**config.mk**
```make
export PLATFORM = sky130hd
export DESIGN_NAME = i2c_master_write_sequencer_top
export DESIGN_NICKNAME = d
export VERILOG_FILES = /design/src/rtl/i2cws_pkg.sv /design/src/rtl/i2c_master_write_sequencer_top.sv /design/src/rtl/i2cws_front.sv /design/src/rtl/i2cws_back.sv
export SDC_FILE = /design/constraint.sdc
export NUM_CORES = 1
export LEC_CHECK = 0
export BUFFER_PORTS_ARGS = -buffer_cell sky130_fd_sc_hd__buf_2
export CELL_PAD_IN_SITES_DETAIL_PLACEMENT = 1
export CELL_PAD_IN_SITES_GLOBAL_PLACEMENT = 1
export CORE_UTILIZATION = 46
export DETAILED_ROUTE_END_ITERATION = 8
export PLACE_DENSITY = 0.87
export SYNTH_ARGS = -nofsm -noshare
export SYNTH_HDL_FRONTEND = slang
export SYNTH_SLANG_ARGS = --single-unit
```
**constraint.sdc**
```tcl
create_clock -name clk -period 3 [get_ports clk]
set_input_delay 0.15 -clock clk [delete_from_list [all_inputs] [get_ports clk]]
set_output_delay 0.15 -clock clk [all_outputs]
set_load 0.01 [all_outputs]
```
**src/rtl/i2cws_pkg.sv**
```systemverilog
// ----------------------------------------------------------------------------
// i2cws_pkg
// Shared types and constants of the I2C master write sequencer.
// ----------------------------------------------------------------------------
package i2cws_pkg;

  localparam int unsigned WaitW      = 16;
  localparam logic [WaitW-1:0] WaitTicksReset = 16'd400;
  localparam int unsigned ByteW      = 8;
  localparam logic [3:0]  AckBit     = 4'd8;
  localparam logic [1:0]  LastPhase  = 2'd2;

  typedef enum logic [1:0] {
    ACT_START = 2'd0,
    ACT_WRITE = 2'd1,
    ACT_STOP  = 2'd2,
    ACT_NONE  = 2'd3
  } action_t;

  typedef struct packed {
    action_t          kind;
    logic [ByteW-1:0] data;
  } cmd_t;

  // Front-to-back command channel
  typedef struct packed {
    logic valid;
    cmd_t cmd;
  } cmd_chan_t;

  typedef enum logic {
    BK_IDLE = 1'b0,
    BK_RUN  = 1'b1
  } back_state_t;

endpackage

```
**src/rtl/i2c_master_write_sequencer_top.sv**
```systemverilog
// ----------------------------------------------------------------------------
// i2c_master_write_sequencer_top
// Write-only I2C master sequencer: turns start, byte-write and stop commands
// into ordered open-drain SCL/SDA line states (1 = released).
// ----------------------------------------------------------------------------
//
//  channel  | ports                                    | beat moves when
//  ---------+------------------------------------------+----------------------
//  input    | in_push in_full in_action in_data_byte   | in_push  & !in_full
//  result   | out_pop out_empty out_scl_line ...       | out_pop  & !out_empty
//  config   | cfg_wr_en cfg_wr_data (wait_ticks)       | cfg_wr_en
//
//  A start yields 3 line states (2 held one wait period), a stop 3 (all held),
//  a byte write 27 (19 held). One state per cycle at most; a held state delays
//  the next by one wait period. Loading a command overlaps the hold of the
//  previous final state and adds delay only at a wait period of zero; an idle
//  sequencer shows the first state after the queue write, the load and the
//  output register. A result not popped stalls the sequencer. Reset is
//  synchronous, active low, and empties the queue and the result register.
//  Until full, the two-entry command queue keeps accepting beats while the
//  sequencer is busy or the result stalled; action 3 is accepted and dropped.
//
module i2c_master_write_sequencer_top (
  input  logic                        clk,
  input  logic                        rst_n,
  // command input
  input  logic                        in_push,
  output logic                        in_full,
  input  logic [1:0]                  in_action,
  input  logic [i2cws_pkg::ByteW-1:0] in_data_byte,
  // line state results
  output logic                        out_empty,
  input  logic                        out_pop,
  output logic                        out_scl_line,
  output logic                        out_sda_line,
  output logic                        out_hold_waits,
  output logic                        out_last,
  // configuration
  input  logic                        cfg_wr_en,
  input  logic [i2cws_pkg::WaitW-1:0] cfg_wr_data
);

  i2cws_pkg::cmd_chan_t        cmd_chan;
  logic                        cmd_pop;
  logic [i2cws_pkg::WaitW-1:0] wait_ticks_r;

  // Hold the wait period register; it sets pacing only.
  always_ff @(posedge clk) begin
    if (!rst_n) begin
      wait_ticks_r <= i2cws_pkg::WaitTicksReset;
    end else if (cfg_wr_en) begin
      wait_ticks_r <= cfg_wr_data;
    end
  end

  // Front: accept and classify commands, queue them
  i2cws_front u_front (
    .clk          (clk),
    .rst_n        (rst_n),
    .in_push      (in_push),
    .in_full      (in_full),
    .in_action    (in_action),
    .in_data_byte (in_data_byte),
    .cmd_chan     (cmd_chan),
    .cmd_pop      (cmd_pop)
  );

  // Back: expand each command into line states
  i2cws_back u_back (
    .clk            (clk),
    .rst_n          (rst_n),
    .cmd_chan       (cmd_chan),
    .cmd_pop        (cmd_pop),
    .wait_ticks     (wait_ticks_r),
    .out_empty      (out_empty),
    .out_pop        (out_pop),
    .out_scl_line   (out_scl_line),
    .out_sda_line   (out_sda_line),
    .out_hold_waits (out_hold_waits),
    .out_last       (out_last)
  );

endmodule

```
**src/rtl/i2cws_front.sv**
```systemverilog
// ----------------------------------------------------------------------------
// i2cws_front
// Accepts commands, drops the unused action code, and queues the rest
// in a two-entry command queue toward the line sequencer.
// ----------------------------------------------------------------------------
module i2cws_front (
  input  logic                       clk,
  input  logic                       rst_n,
  input  logic                       in_push,
  output logic                       in_full,
  input  logic [1:0]                 in_action,
  input  logic [i2cws_pkg::ByteW-1:0] in_data_byte,
  output i2cws_pkg::cmd_chan_t       cmd_chan,
  input  logic                       cmd_pop
);

  i2cws_pkg::cmd_t mem_r [2];
  logic            wr_ptr_r, wr_ptr_nxt;
  logic            rd_ptr_r, rd_ptr_nxt;
  logic [1:0]      count_r, count_nxt;
  logic            accept;
  logic            enq;
  logic            deq;
  i2cws_pkg::cmd_t cmd_in;

  assign in_full = (count_r == 2'd2);
  assign accept  = in_push && !in_full;

  always_comb begin
    cmd_in.kind = i2cws_pkg::action_t'(in_action);
    cmd_in.data = in_data_byte;
  end

  // Drop the unused code at the door: it causes no line state.
  assign enq = accept && (cmd_in.kind != i2cws_pkg::ACT_NONE);
  assign deq = cmd_pop && (count_r != 2'd0);

  always_comb begin
    wr_ptr_nxt = wr_ptr_r ^ enq;
    rd_ptr_nxt = rd_ptr_r ^ deq;
    count_nxt  = count_r + {1'b0, enq} - {1'b0, deq};
  end

  always_ff @(posedge clk) begin
    if (!rst_n) begin
      wr_ptr_r <= 1'b0;
      rd_ptr_r <= 1'b0;
      count_r  <= 2'd0;
    end else begin
      wr_ptr_r <= wr_ptr_nxt;
      rd_ptr_r <= rd_ptr_nxt;
      count_r  <= count_nxt;
    end
  end

  always_ff @(posedge clk) begin
    if (enq) begin
      mem_r[wr_ptr_r] <= cmd_in;
    end
  end

  always_comb begin
    cmd_chan.valid = (count_r != 2'd0);
    cmd_chan.cmd   = mem_r[rd_ptr_r];
  end

endmodule

```
**src/rtl/i2cws_back.sv**
```systemverilog
// ----------------------------------------------------------------------------
// i2cws_back
// Line sequencer: expands one command into SCL/SDA line states, one state
// per step, paced by the wait period, into a one-entry output register.
// ----------------------------------------------------------------------------
module i2cws_back (
  input  logic                        clk,
  input  logic                        rst_n,
  input  i2cws_pkg::cmd_chan_t        cmd_chan,
  output logic                        cmd_pop,
  input  logic [i2cws_pkg::WaitW-1:0] wait_ticks,
  output logic                        out_empty,
  input  logic                        out_pop,
  output logic                        out_scl_line,
  output logic                        out_sda_line,
  output logic                        out_hold_waits,
  output logic                        out_last
);

  i2cws_pkg::back_state_t state_r, state_nxt;
  i2cws_pkg::action_t     kind_r;
  logic [i2cws_pkg::ByteW-1:0] shift_r;
  logic [3:0]             bit_cnt_r;
  logic [1:0]             phase_r;
  logic                   scl_lvl_r;
  logic [i2cws_pkg::WaitW-1:0] wait_cnt_r;
  logic                   out_valid_r;
  logic                   scl_r, sda_r, hold_r, last_r;

  logic step;
  logic load;
  logic g_scl, g_sda, g_hold, g_last;
  logic is_ack;
  logic bit_val;

  assign is_ack  = (bit_cnt_r == i2cws_pkg::AckBit);
  assign bit_val = is_ack ? 1'b1 : shift_r[i2cws_pkg::ByteW-1];

  // Next state
  always_comb begin
    state_nxt = state_r;
    case (state_r)
      i2cws_pkg::BK_IDLE: if (cmd_chan.valid) state_nxt = i2cws_pkg::BK_RUN;
      i2cws_pkg::BK_RUN:  if (step && g_last) state_nxt = i2cws_pkg::BK_IDLE;
      default:            state_nxt = i2cws_pkg::BK_IDLE;
    endcase
  end

  // Outputs of the control
  always_comb begin
    load = 1'b0;
    step = 1'b0;
    case (state_r)
      i2cws_pkg::BK_IDLE: load = cmd_chan.valid;
      i2cws_pkg::BK_RUN:  step = (wait_cnt_r == '0) && (!out_valid_r || out_pop);
      default: begin
        load = 1'b0;
        step = 1'b0;
      end
    endcase
  end

  assign cmd_pop = load;

  // Line state for the current phase
  always_comb begin
    g_scl  = 1'b1;
    g_sda  = 1'b1;
    g_hold = 1'b1;
    g_last = 1'b0;
    case (kind_r)
      i2cws_pkg::ACT_START: begin
        case (phase_r)
          2'd0:    begin g_scl = 1'b1; g_sda = 1'b1; g_hold = 1'b0; end
          2'd1:    begin g_scl = 1'b1; g_sda = 1'b0; end
          default: begin g_scl = 1'b0; g_sda = 1'b0; g_last = 1'b1; end
        endcase
      end
      i2cws_pkg::ACT_STOP: begin
        case (phase_r)
          2'd0:    begin g_scl = scl_lvl_r; g_sda = 1'b0; end
          2'd1:    begin g_scl = 1'b1; g_sda = 1'b0; end
          default: begin g_scl = 1'b1; g_sda = 1'b1; g_last = 1'b1; end
        endcase
      end
      default: begin
        g_sda = bit_val;
        case (phase_r)
          2'd0:    g_scl = scl_lvl_r;
          2'd1:    g_scl = 1'b1;
          default: begin
            g_scl  = 1'b0;
            g_hold = is_ack;
            g_last = is_ack;
          end
        endcase
      end
    endcase
  end

  always_ff @(posedge clk) begin
    if (!rst_n) begin
      state_r     <= i2cws_pkg::BK_IDLE;
      scl_lvl_r   <= 1'b1;
      wait_cnt_r  <= '0;
      out_valid_r <= 1'b0;
      phase_r     <= 2'd0;
      bit_cnt_r   <= 4'd0;
    end else begin
      state_r <= state_nxt;
      if (out_pop && out_valid_r && !step) begin
        out_valid_r <= 1'b0;
      end
      // Count down the hold of the last emitted state
      if (wait_cnt_r != '0) begin
        wait_cnt_r <= wait_cnt_r - {{(i2cws_pkg::WaitW-1){1'b0}}, 1'b1};
      end
      if (load) begin
        phase_r   <= 2'd0;
        bit_cnt_r <= 4'd0;
      end
      if (step) begin
        out_valid_r <= 1'b1;
        scl_lvl_r   <= g_scl;
        wait_cnt_r  <= g_hold ? wait_ticks : '0;
        if (phase_r == i2cws_pkg::LastPhase) begin
          phase_r   <= 2'd0;
          bit_cnt_r <= bit_cnt_r + 4'd1;
        end else begin
          phase_r <= phase_r + 2'd1;
        end
      end
    end
  end

  // Payload registers
  always_ff @(posedge clk) begin
    if (load) begin
      kind_r  <= cmd_chan.cmd.kind;
      shift_r <= cmd_chan.cmd.data;
    end else if (step && (phase_r == i2cws_pkg::LastPhase)) begin
      shift_r <= {shift_r[i2cws_pkg::ByteW-2:0], 1'b0};
    end
    if (step) begin
      scl_r  <= g_scl;
      sda_r  <= g_sda;
      hold_r <= g_hold;
      last_r <= g_last;
    end
  end

  assign out_empty      = !out_valid_r;
  assign out_scl_line   = scl_r;
  assign out_sda_line   = sda_r;
  assign out_hold_waits = hold_r;
  assign out_last       = last_r;

endmodule

```
# Yosys cells after proc, flatten, opt, wreduce, memory -nomap -nowiden
# Memory sizes are Yosys's and may differ from the RTL's. A register that Yosys moved wholly into a read port is not among the register bits.
# Cells that the tools add are included.
# word_totals
regBits,59
ram_bits,20
input_bits,31
output_inout_bits,6
word_cells,88
n_memories,1
# memory_table
memory,words,width,read_ports,rd_ports_with_merged_regs,wr,line,text
u_front.mem_r,2,10,1,1,1,i2cws_front.sv:17,i2cws_pkg::cmd_t mem_r [2];
# op_classes
n_addsub,5
n_eq_ne,6
n_mux,34
bitwise_logic,3
n_reduce_logical,23
# op_table
op,count
2-to-1 mux 16 bit,3
2-to-1 mux 1 bit,18
zero test 16 bit,1
2-to-1 mux 8 bit,2
nonzero test 16 bit,1
subtractor 16 x 1 -> 16 bit (second input constant),1
2-to-1 mux 4 bit,3
case mux 1 bit (2 select lines),5
nonzero test 2 bit,5
logical AND 1 bit,8
equality test 2 bit (second input constant),3
2-to-1 mux 2 bit,3
adder 4 x 1 -> 4 bit (second input constant),1
equality test 4 bit (second input constant),1
zero test 2 bit,2
OR reduction 2 bit,2
zero test 1 bit,3
adder 2 x 1 -> 2 bit,1
adder 2 x 1 -> 2 bit (second input constant),1
equality test 2 x 1 -> 1 bit (second input constant),1
inequality test 2 bit (second input constant),1
subtractor 2 x 1 -> 2 bit,1
XOR 1 bit,2
logical OR 1 bit,1
inverter 1 bit,1

# Logic depth before layout (Yosys ltp)
# Gate-level depths: netlist of the first run.
# logic_depth
depth_word,8
mapped_depth,7
ltp_nobuf,7

# Cells and area by module
# Synthesis of the first run repeated with hierarchy kept, for this count alone.
# unflattened
hier_cells,317
area_unflattened_um2,3515.9
# modules_own_cells
mod,n_inst,cells_each,area_each_um2
i2cws_back,1,209,1918.1
i2cws_front,1,57,989.7
i2c_master_write_sequencer_top,1,51,608.1

# Least setup slack after synthesis of the first run
# Ideal clock, no wire load.
# synth_path
kind,register -> register
startpoint,register u_back.wait_cnt_r[0] (netlist bit)
endpoint,register u_back.shift_r[0] (netlist bit) (enable)
t_arrival_ns,1.986
t_required_ns,2.614
setup_slack_ns,0.627
path_stages_with_launch,7
path_buffers,1
synth_period_minus_slack_ns,2.373
path_cell_list,dfxtp_1 -> inv_1 -> ha_1 -> nor3b_1 -> nand4_1 -> buf_2 -> o21ai_0
# synth_between
elab_chain_cells,5
# synth_lines
element,line,text
"start, declared",i2cws_back.sv:26,logic [i2cws_pkg::WaitW-1:0] wait_cnt_r;
"start signal, assigned",i2cws_back.sv:116,"wait_cnt_r <= wait_cnt_r - {{(i2cws_pkg::WaitW-1){1'b0}}, 1'b1};"
"start signal, assigned",i2cws_back.sv:125,wait_cnt_r <= g_hold ? wait_ticks : '0;
zero test 16 bit,i2cws_back.sv:55,i2cws_pkg::BK_RUN: step = (wait_cnt_r == '0) && (!out_valid_r || out_pop);
logical AND 1 bit,i2cws_back.sv:55,
2-to-1 mux 1 bit,i2cws_back.sv:53,case (state_r)
logical AND 1 bit,i2cws_back.sv:141,end else if (step && (phase_r == i2cws_pkg::LastPhase)) begin
nonzero test 2 bit (no line),n/a,
"end signal, assigned",i2cws_back.sv:140,shift_r <= cmd_chan.cmd.data;
"end signal, assigned",i2cws_back.sv:142,"shift_r <= {shift_r[i2cws_pkg::ByteW-2:0], 1'b0};"
"end, declared",i2cws_back.sv:22,logic [i2cws_pkg::ByteW-1:0] shift_r;
# No other way between the ends.
# A chain may end at the register's enable or synchronous reset.

# Final worst setup path of the first run
# layout_path
startpoint,register u_back.wait_cnt_r[0] (netlist bit)
endpoint,register u_back.shift_r[4] (netlist bit) (enable)
# Same word-level chain as after synthesis.

==> results of run 1 <==
==> sequential cells by signal, indices dropped and copies added, names as in the netlist, 2 cells and up, named ones only <==
register           flops
u_front.mem_r         20
u_back.wait_cnt_r     16
wait_ticks_r          16
u_back.shift_r         8
u_back.bit_cnt_r       4
u_back.kind_r          2
u_back.phase_r         2
u_front.count_r        2
==> synth_stat cells, types with 9 or more instances <==
cell and n:
sky130_fd_sc_hd__clkbuf_1 9, sky130_fd_sc_hd__dfxtp_1 46, sky130_fd_sc_hd__edfxtp_1 34, sky130_fd_sc_hd__inv_1 15, sky130_fd_sc_hd__mux2i_1 25, sky130_fd_sc_hd__nand2_1 22, sky130_fd_sc_hd__nand3_1 19, sky130_fd_sc_hd__nand4_1 10
sky130_fd_sc_hd__nor2_1 27, sky130_fd_sc_hd__nor3_1 9, sky130_fd_sc_hd__o21ai_0 9, sky130_fd_sc_hd__xor2_1 9
==> power by group through the flow <==
stage / Clock (mW) / Combinational (mW) / Sequential (mW)
6_report: 0.998 / 1.56 / 1.72
5_1_grt: 1.03 / 1.72 / 1.74
4_1_cts: 0.981 / 1.54 / 1.70
3_5_place_dp: 0 / 1.50 / 1.71
3_3_place_gp: 0 / 1.39 / 1.69
2_1_floorplan: 0 / 1.22 / 1.60
==> metrics by stage <==
| stage | worst slack (ns) | cells |
|---|---|---|
| 2_1_floorplan | 0.627 | 330 |
| 6_report | 0.536 | 477 |
| 4_1_cts | 0.580 | 477 |
| 3_3_place_gp | 0.746 | 453 |
| 5_1_grt | 0.282 | 477 |
| 3_5_place_dp | 0.608 | 453 |
==> area by class of cell <==
cell class	instances	area, um^2	share of cell area (%)
Clock inverter	6	115	2.75
Multi-Input combinational cell	215	1520	36.4
Timing Repair Buffer	48	290	6.93
Clock buffer	10	128	3.05
Inverter	16	60.1	1.43
Sequential cell	80	1940	46.4
Tap cell	102	128	3.05
==> worst max path at each step <==
stage	startpoint	endpoint	slack, ns	cells past startpoint
6_report	u_back.wait_cnt_r[0]	u_back.shift_r[4]	0.54	6
3_3_place_gp	u_back.wait_cnt_r[0]	u_back.shift_r[4]	0.75	6
4_1_cts	u_back.wait_cnt_r[0]	u_back.shift_r[1]	0.58	6
3_5_place_dp	u_back.wait_cnt_r[0]	u_back.shift_r[1]	0.61	6
2_1_floorplan	u_back.wait_cnt_r[0]	u_back.shift_r[0]	0.63	6
5_1_grt	u_back.wait_cnt_r[1]	u_back.shift_r[4]	0.28	6
==> critical path: cells and delay by family, from the launching register on <==
family | cells | cell delay, ns
adder cells (fa/ha/maj) | 1 | 0.14
AO/OA/AOI/OAI | 1 | 0.32
buffers and inverters | 2 | 0.33
flip-flops | 1 | 0.40
AND/OR/NAND/NOR | 2 | 0.97
==> kinds of logic (layout without fill, tap and decap cells) <==
kind of cell    Yosys count  after routing  share of synthesized area (%)
simple gates            115            115                           17.0
buf+inv                  35             80                           4.71
compound gates           52             52                           11.6
fa+ha+maj                 8              8                           2.75
xor+xnor                 13             13                           3.13
flops                    80             80                           53.4
mux                      27             27                           7.50
==> per-layer routing <==
| layer | share of wire [%] | vias up |
|---|---|---|
| li1 | - | 1296 |
| met1 | 42 | 1379 |
| met2 | 51 | 74 |
| met3 | 3.7 | 21 |
| met4 | 2.9 | 0 |
| met5 | 0 | - |
==> impl_metrics.tcl, run 1 <==
set metrics [dict create \
    initial_antenna_violation_count 0 \
    cts_setup_buffers 0 \
    post_cts.resized_instances 0 \
    crit_path_cell_trace "inv_1 -> ha_1 -> nor3b_1 -> nand4_1 -> o21ai_0 -> buf_4" \
    clock_tree.root_cell "sky130_fd_sc_hd__clkbuf_8" \
    placement_rows 32 \
    grt_pass1_wl_um 16000 \
    port-buffer-count 36 \
    timing.final.setup_violations 0 \
    count_of_routing_violations_after_the_opening_detailed_route_iteration 216 \
    cts-hold-fix-buffers 8 \
    timing.hold.worst.class "input pin to register" \
    drive_gt1_share_pct 19.5 \
    synth_top_cells_by_area "sky130_fd_sc_hd__edfxtp_1 (28%), sky130_fd_sc_hd__dfxtp_1 (25%), sky130_fd_sc_hd__mux2i_1 (6.9%)" \
    grt_util_met2_pct 45.0 \
    power.leakage_nw 1.58 \
    tns_ns 0 \
    synth-seq-area-share_pct 53.4 \
    io_pins 37 \
    met1_track_demand_over_resource_in_global_routing_pct 31.6 \
    power_density_nw_per_um2 1020 \
    tritoncts "yes" \
    status "complete, no violations" \
    remaining_drc_errors 0 \
    layout_common_cells "sky130_fd_sc_hd__dfxtp_1 (46), sky130_fd_sc_hd__buf_2 (36), sky130_fd_sc_hd__edfxtp_1 (34)" \
    timing_hold_violations_final 0 \
    timing.rr.start "u_back.wait_cnt_r[0]" \
    max_cap_violations 0 \
    seqPwrFrac_pct 40.1 \
    slowest_delay_ns 0.50 \
    chipHeight_um 90.9 \
    grt_use_met3_pct 4.04 \
    swShare_pct 39.1 \
    netlist_area_pre_place_um2 3640 \
    place.gp.congestion 0.834 \
    first_global_vias 2991 \
    syn-mean-instance-area_um2 11.0 \
    rsz0062_at_grt "false" \
    startpoint_type "register" \
    reg2reg_depth 6 \
    final.fill_count 832 \
    crit-reg2reg-capture "u_back.shift_r[4]" \
    drt-pass1-iter-count 4 \
    max-vdd-ir-drop_mv 0.590 \
    hold-path-endpoint "u_front.mem_r[1][8]" \
    routedWlPerCell_um 21.2 \
    avgViaCountPerCell 5.81 \
    achievable-frequency_mhz 406 \
    clock_power_share_pct 23.3 \
    htreeDepth 3 \
    floorplan.die.width_um 90.9 \
    busiest_layer "met2" \
    floorplan.initialDensity_pct 47.3 \
    combinationalPowerShare_pct 36.5 \
    finish.instance_area_um2 4190 \
    critPathMaxFanout 11 \
    synth_ff_type "sky130_fd_sc_hd__dfxtp_1" \
    layout-area-overhead-vs-synth_pct 15.1 \
    vias 2770 \
    synthDistinctLibCells 56 \
    clock-skew-final_ns 0.0133 \
    antenna_cells 0 \
    utilization_pct 54.5 \
    slew-limit-headroom_pct 47.5 \
    synth.net_count 369 \
    critical_path_arrival_ns 2.53 \
    layout_worst_path_cycle_share_pct 82.1 \
    tightest_slew_ns 0.782 \
    finalCriticalPeriod_ns 2.46 \
    power_switching_mw 1.67 \
    min_from "in_action[0]" \
    grt_start_max_net_pins 38 \
    reg2reg_slack_ns 0.54 \
    synth-seq-cells 80 \
    type_of_the_worst_setup_path "register to register" \
    dpl.hpwl_um 6350 \
    overflow_left_after_global_routing 0 \
    placed_area_um2 3860 \
    tritoncts_num_sinks 80 \
    num_cts_buffers 9 \
    worstSkewPairLatency_ns 0.36 \
    cts-root-to-sink-buffers 2 \
    finalPower_mw 4.28 \
    hold_ws_ns 0.0126 \
    internal-power_mw 2.61 \
    mostFrequentLayoutCell "sky130_fd_sc_hd__dfxtp_1" \
    async_flop_share_pct 0 \
    timing.critical_path.required_ns 3.07 \
    worst_path_max_delay_cell "sky130_fd_sc_hd__nand4_1" \
    synth_cells 330 \
    synth-edff-count 34 \
    yosys.area.top_type "sky130_fd_sc_hd__edfxtp_1" \
    core_area_um2 7690 \
    antenna_violating_nets_post_route 0 \
    type_of_element_capturing_the_critical_path "register" \
    path_clk_slew_ns 0.08 \
    maxSlewViolCount 0 \
    num-nets-final 409 \
    floorplan.die_area_um2 8270 \
    synth_warnings 0 \
    synth_top_area_share_pct 28.1 \
    grt_use_total_pct 25.9 \
    holdPathStages 1 \
    totalWireLength_um 10100 \
]
(Power assumes the default switching activity.)
==> run 2: changes to the inputs <==
clock period = 2.55 ns   (was 3 ns; I/O delays follow)
==> run 2 against run 1 <==
Against the previous run: hold slack gained 0.0078 ns; first-iteration DRC count grew 43%; highest routed layer unchanged; combinational power grew 29%; largest power group unchanged; core utilization grew 0.94 points.
==> impl_metrics.tcl, run 2 (synthesis results as in run 1) <==
set metrics [dict create \
    cts_setup_buffers 0 \
    post_cts.resized_instances 0 \
    timing.hold.worst.class "input pin to register" \
    status "complete, no violations" \
    path_clk_slew_ns 0.09 \
    drt-pass1-iter-count 5 \
    startpoint_type "register" \
    max_cap_violations 0 \
    final.fill_count 850 \
    finalCriticalPeriod_ns 2.37 \
    overflow_left_after_global_routing 0 \
    first_global_vias 3244 \
    chipHeight_um 90.9 \
    antenna_violating_nets_post_route 0 \
    layout_worst_path_cycle_share_pct 93.0 \
    critical_path_arrival_ns 2.44 \
    power.leakage_nw 1.61 \
    reg2reg_depth 7 \
    reg2reg_slack_ns 0.18 \
    timing.critical_path.required_ns 2.62 \
    floorplan.die.width_um 90.9 \
    internal-power_mw 2.88 \
    dpl.hpwl_um 6290 \
    holdPathStages 3 \
    finalPower_mw 4.98 \
    drive_gt1_share_pct 19.6 \
    tightest_slew_ns 0.781 \
    clock_power_share_pct 18.8 \
    place.gp.congestion 0.856 \
    slew-limit-headroom_pct 47.6 \
    mostFrequentLayoutCell "sky130_fd_sc_hd__dfxtp_1" \
    type_of_the_worst_setup_path "register to register" \
    grt_start_max_net_pins 27 \
    tns_ns 0 \
    combinationalPowerShare_pct 40.6 \
    biggest_registers_after_layout "u_front.mem_r: 20 flops, u_back.wait_cnt_r: 16 flops, wait_ticks_r: 16 flops" \
    num_cts_buffers 9 \
    largest_reg_flops 20 \
    layout-area-overhead-vs-synth_pct 17.1 \
    avgViaCountPerCell 6.06 \
    place_ws_ns 0.369 \
    swShare_pct 42.2 \
    grt_use_total_pct 29.5 \
    routedWlPerCell_um 22.9 \
    cts-hold-fix-buffers 18 \
    achievable-frequency_mhz 422 \
    regArea_um2 1940 \
    seqPwrFrac_pct 40.5 \
    totalWireLength_um 11200 \
    crit-reg2reg-capture "u_back.shift_r[1]" \
    timing_hold_violations_final 0 \
    count_of_routing_violations_after_the_opening_detailed_route_iteration 309 \
    worstSkewPairLatency_ns 0.37 \
    hold-path-endpoint "wait_ticks_r[12]" \
    power_density_nw_per_um2 1170 \
    vias 2977 \
    clock-skew-final_ns 0.0136 \
    critPathMaxFanout 11 \
    tritoncts "yes" \
    type_of_element_capturing_the_critical_path "register" \
    cts-root-to-sink-buffers 2 \
    floorplan.die_area_um2 8270 \
    grt_pass1_wl_um 17800 \
    min_from "cfg_wr_data[12]" \
    remaining_drc_errors 0 \
    tritoncts_num_sinks 80 \
    multi_input_area_um2 1520 \
    rsz0062_at_grt "false" \
    core_area_um2 7690 \
    timing.final.setup_violations 0 \
    port-buffer-count 36 \
    placement_rows 32 \
    io_pins 37 \
    clock_tree.root_cell "sky130_fd_sc_hd__clkbuf_8" \
    maxSlewViolCount 0 \
    timing.final.ws_setup_ns 0.179 \
    floorplan.initialDensity_pct 47.3 \
    timing.rr.start "u_back.wait_cnt_r[0]" \
    initial_antenna_violation_count 1 \
    htreeDepth 3 \
    largest-register "u_front.mem_r" \
    layout_common_cells "sky130_fd_sc_hd__dfxtp_1 (46), sky130_fd_sc_hd__buf_2 (36), sky130_fd_sc_hd__edfxtp_1 (34)" \
    power_switching_mw 2.10 \
    num-nets-final 422 \
    utilization_pct 55.4 \
    max-vdd-ir-drop_mv 0.676 \
]
run 2: power groups by stage:
stage          clock network [mW]  registers [mW]  logic (mW)
3_3_place_gp                    0            1.99        1.68
2_1_floorplan                   0            1.89        1.43
6_report                    0.938            2.02        2.02
3_5_place_dp                    0            2.01        1.80
4_1_cts                     0.930            1.99        1.91
5_1_grt                     0.985            2.05        2.18
run 2: per-stage QoR:
step	cells	hold slack (ns)	instance area, um^2
CTS	490	0.000560	4260
global placement	456	0.316	3890
detailed placement	456	0.319	3890
finish	491	0.0204	4260
global route	491	0.0260	4260
floorplan	330	0.226	3640
run 2: worst max-delay path: stages (launching register included):
cell,delay (ns)
sky130_fd_sc_hd__dfxtp_1,0.40
sky130_fd_sc_hd__inv_1,0.11
sky130_fd_sc_hd__ha_1,0.14
sky130_fd_sc_hd__nor3b_1,0.19
sky130_fd_sc_hd__buf_4,0.18
sky130_fd_sc_hd__nand4_1,0.41
sky130_fd_sc_hd__o21ai_0,0.41
sky130_fd_sc_hd__buf_4,0.24
run 2: how the worst max path moves through the flow:
| stage | startpoint | to | slack (ns) | cells after the start |
|---|---|---|---|---|
| 2_1_floorplan | u_back.wait_cnt_r[0] | u_back.shift_r[0] | 0.18 | 6 |
| 3_3_place_gp | u_back.wait_cnt_r[0] | u_back.out_scl_line | 0.48 | 7 |
| 3_5_place_dp | u_back.wait_cnt_r[0] | u_back.out_sda_line | 0.37 | 7 |
| 4_1_cts | u_back.wait_cnt_r[0] | u_back.out_scl_line | 0.29 | 7 |
| 5_1_grt | u_back.wait_cnt_r[0] | u_back.shift_r[4] | 0.01 | 7 |
| 6_report | u_back.wait_cnt_r[0] | u_back.shift_r[1] | 0.18 | 7 |
run 2: final cells by class:
type	count	share of cell area (%)
clock buffer	11	3.58
clock inverter	5	0.881
sequential	80	45.6
inverter	16	1.41
timing repair buffer	61	9.69
antenna	1	0.0588
multi-input combinational	215	35.8
tap	102	3.00
run 2: metal layers:
metal,vias up,GRT usage (%),part of all wire [%]
met5,-,0,0
met4,0,17.7,4.9
met3,41,6.57,5.4
met2,127,50.0,50
met1,1490,34.1,40
li1,1319,-,-
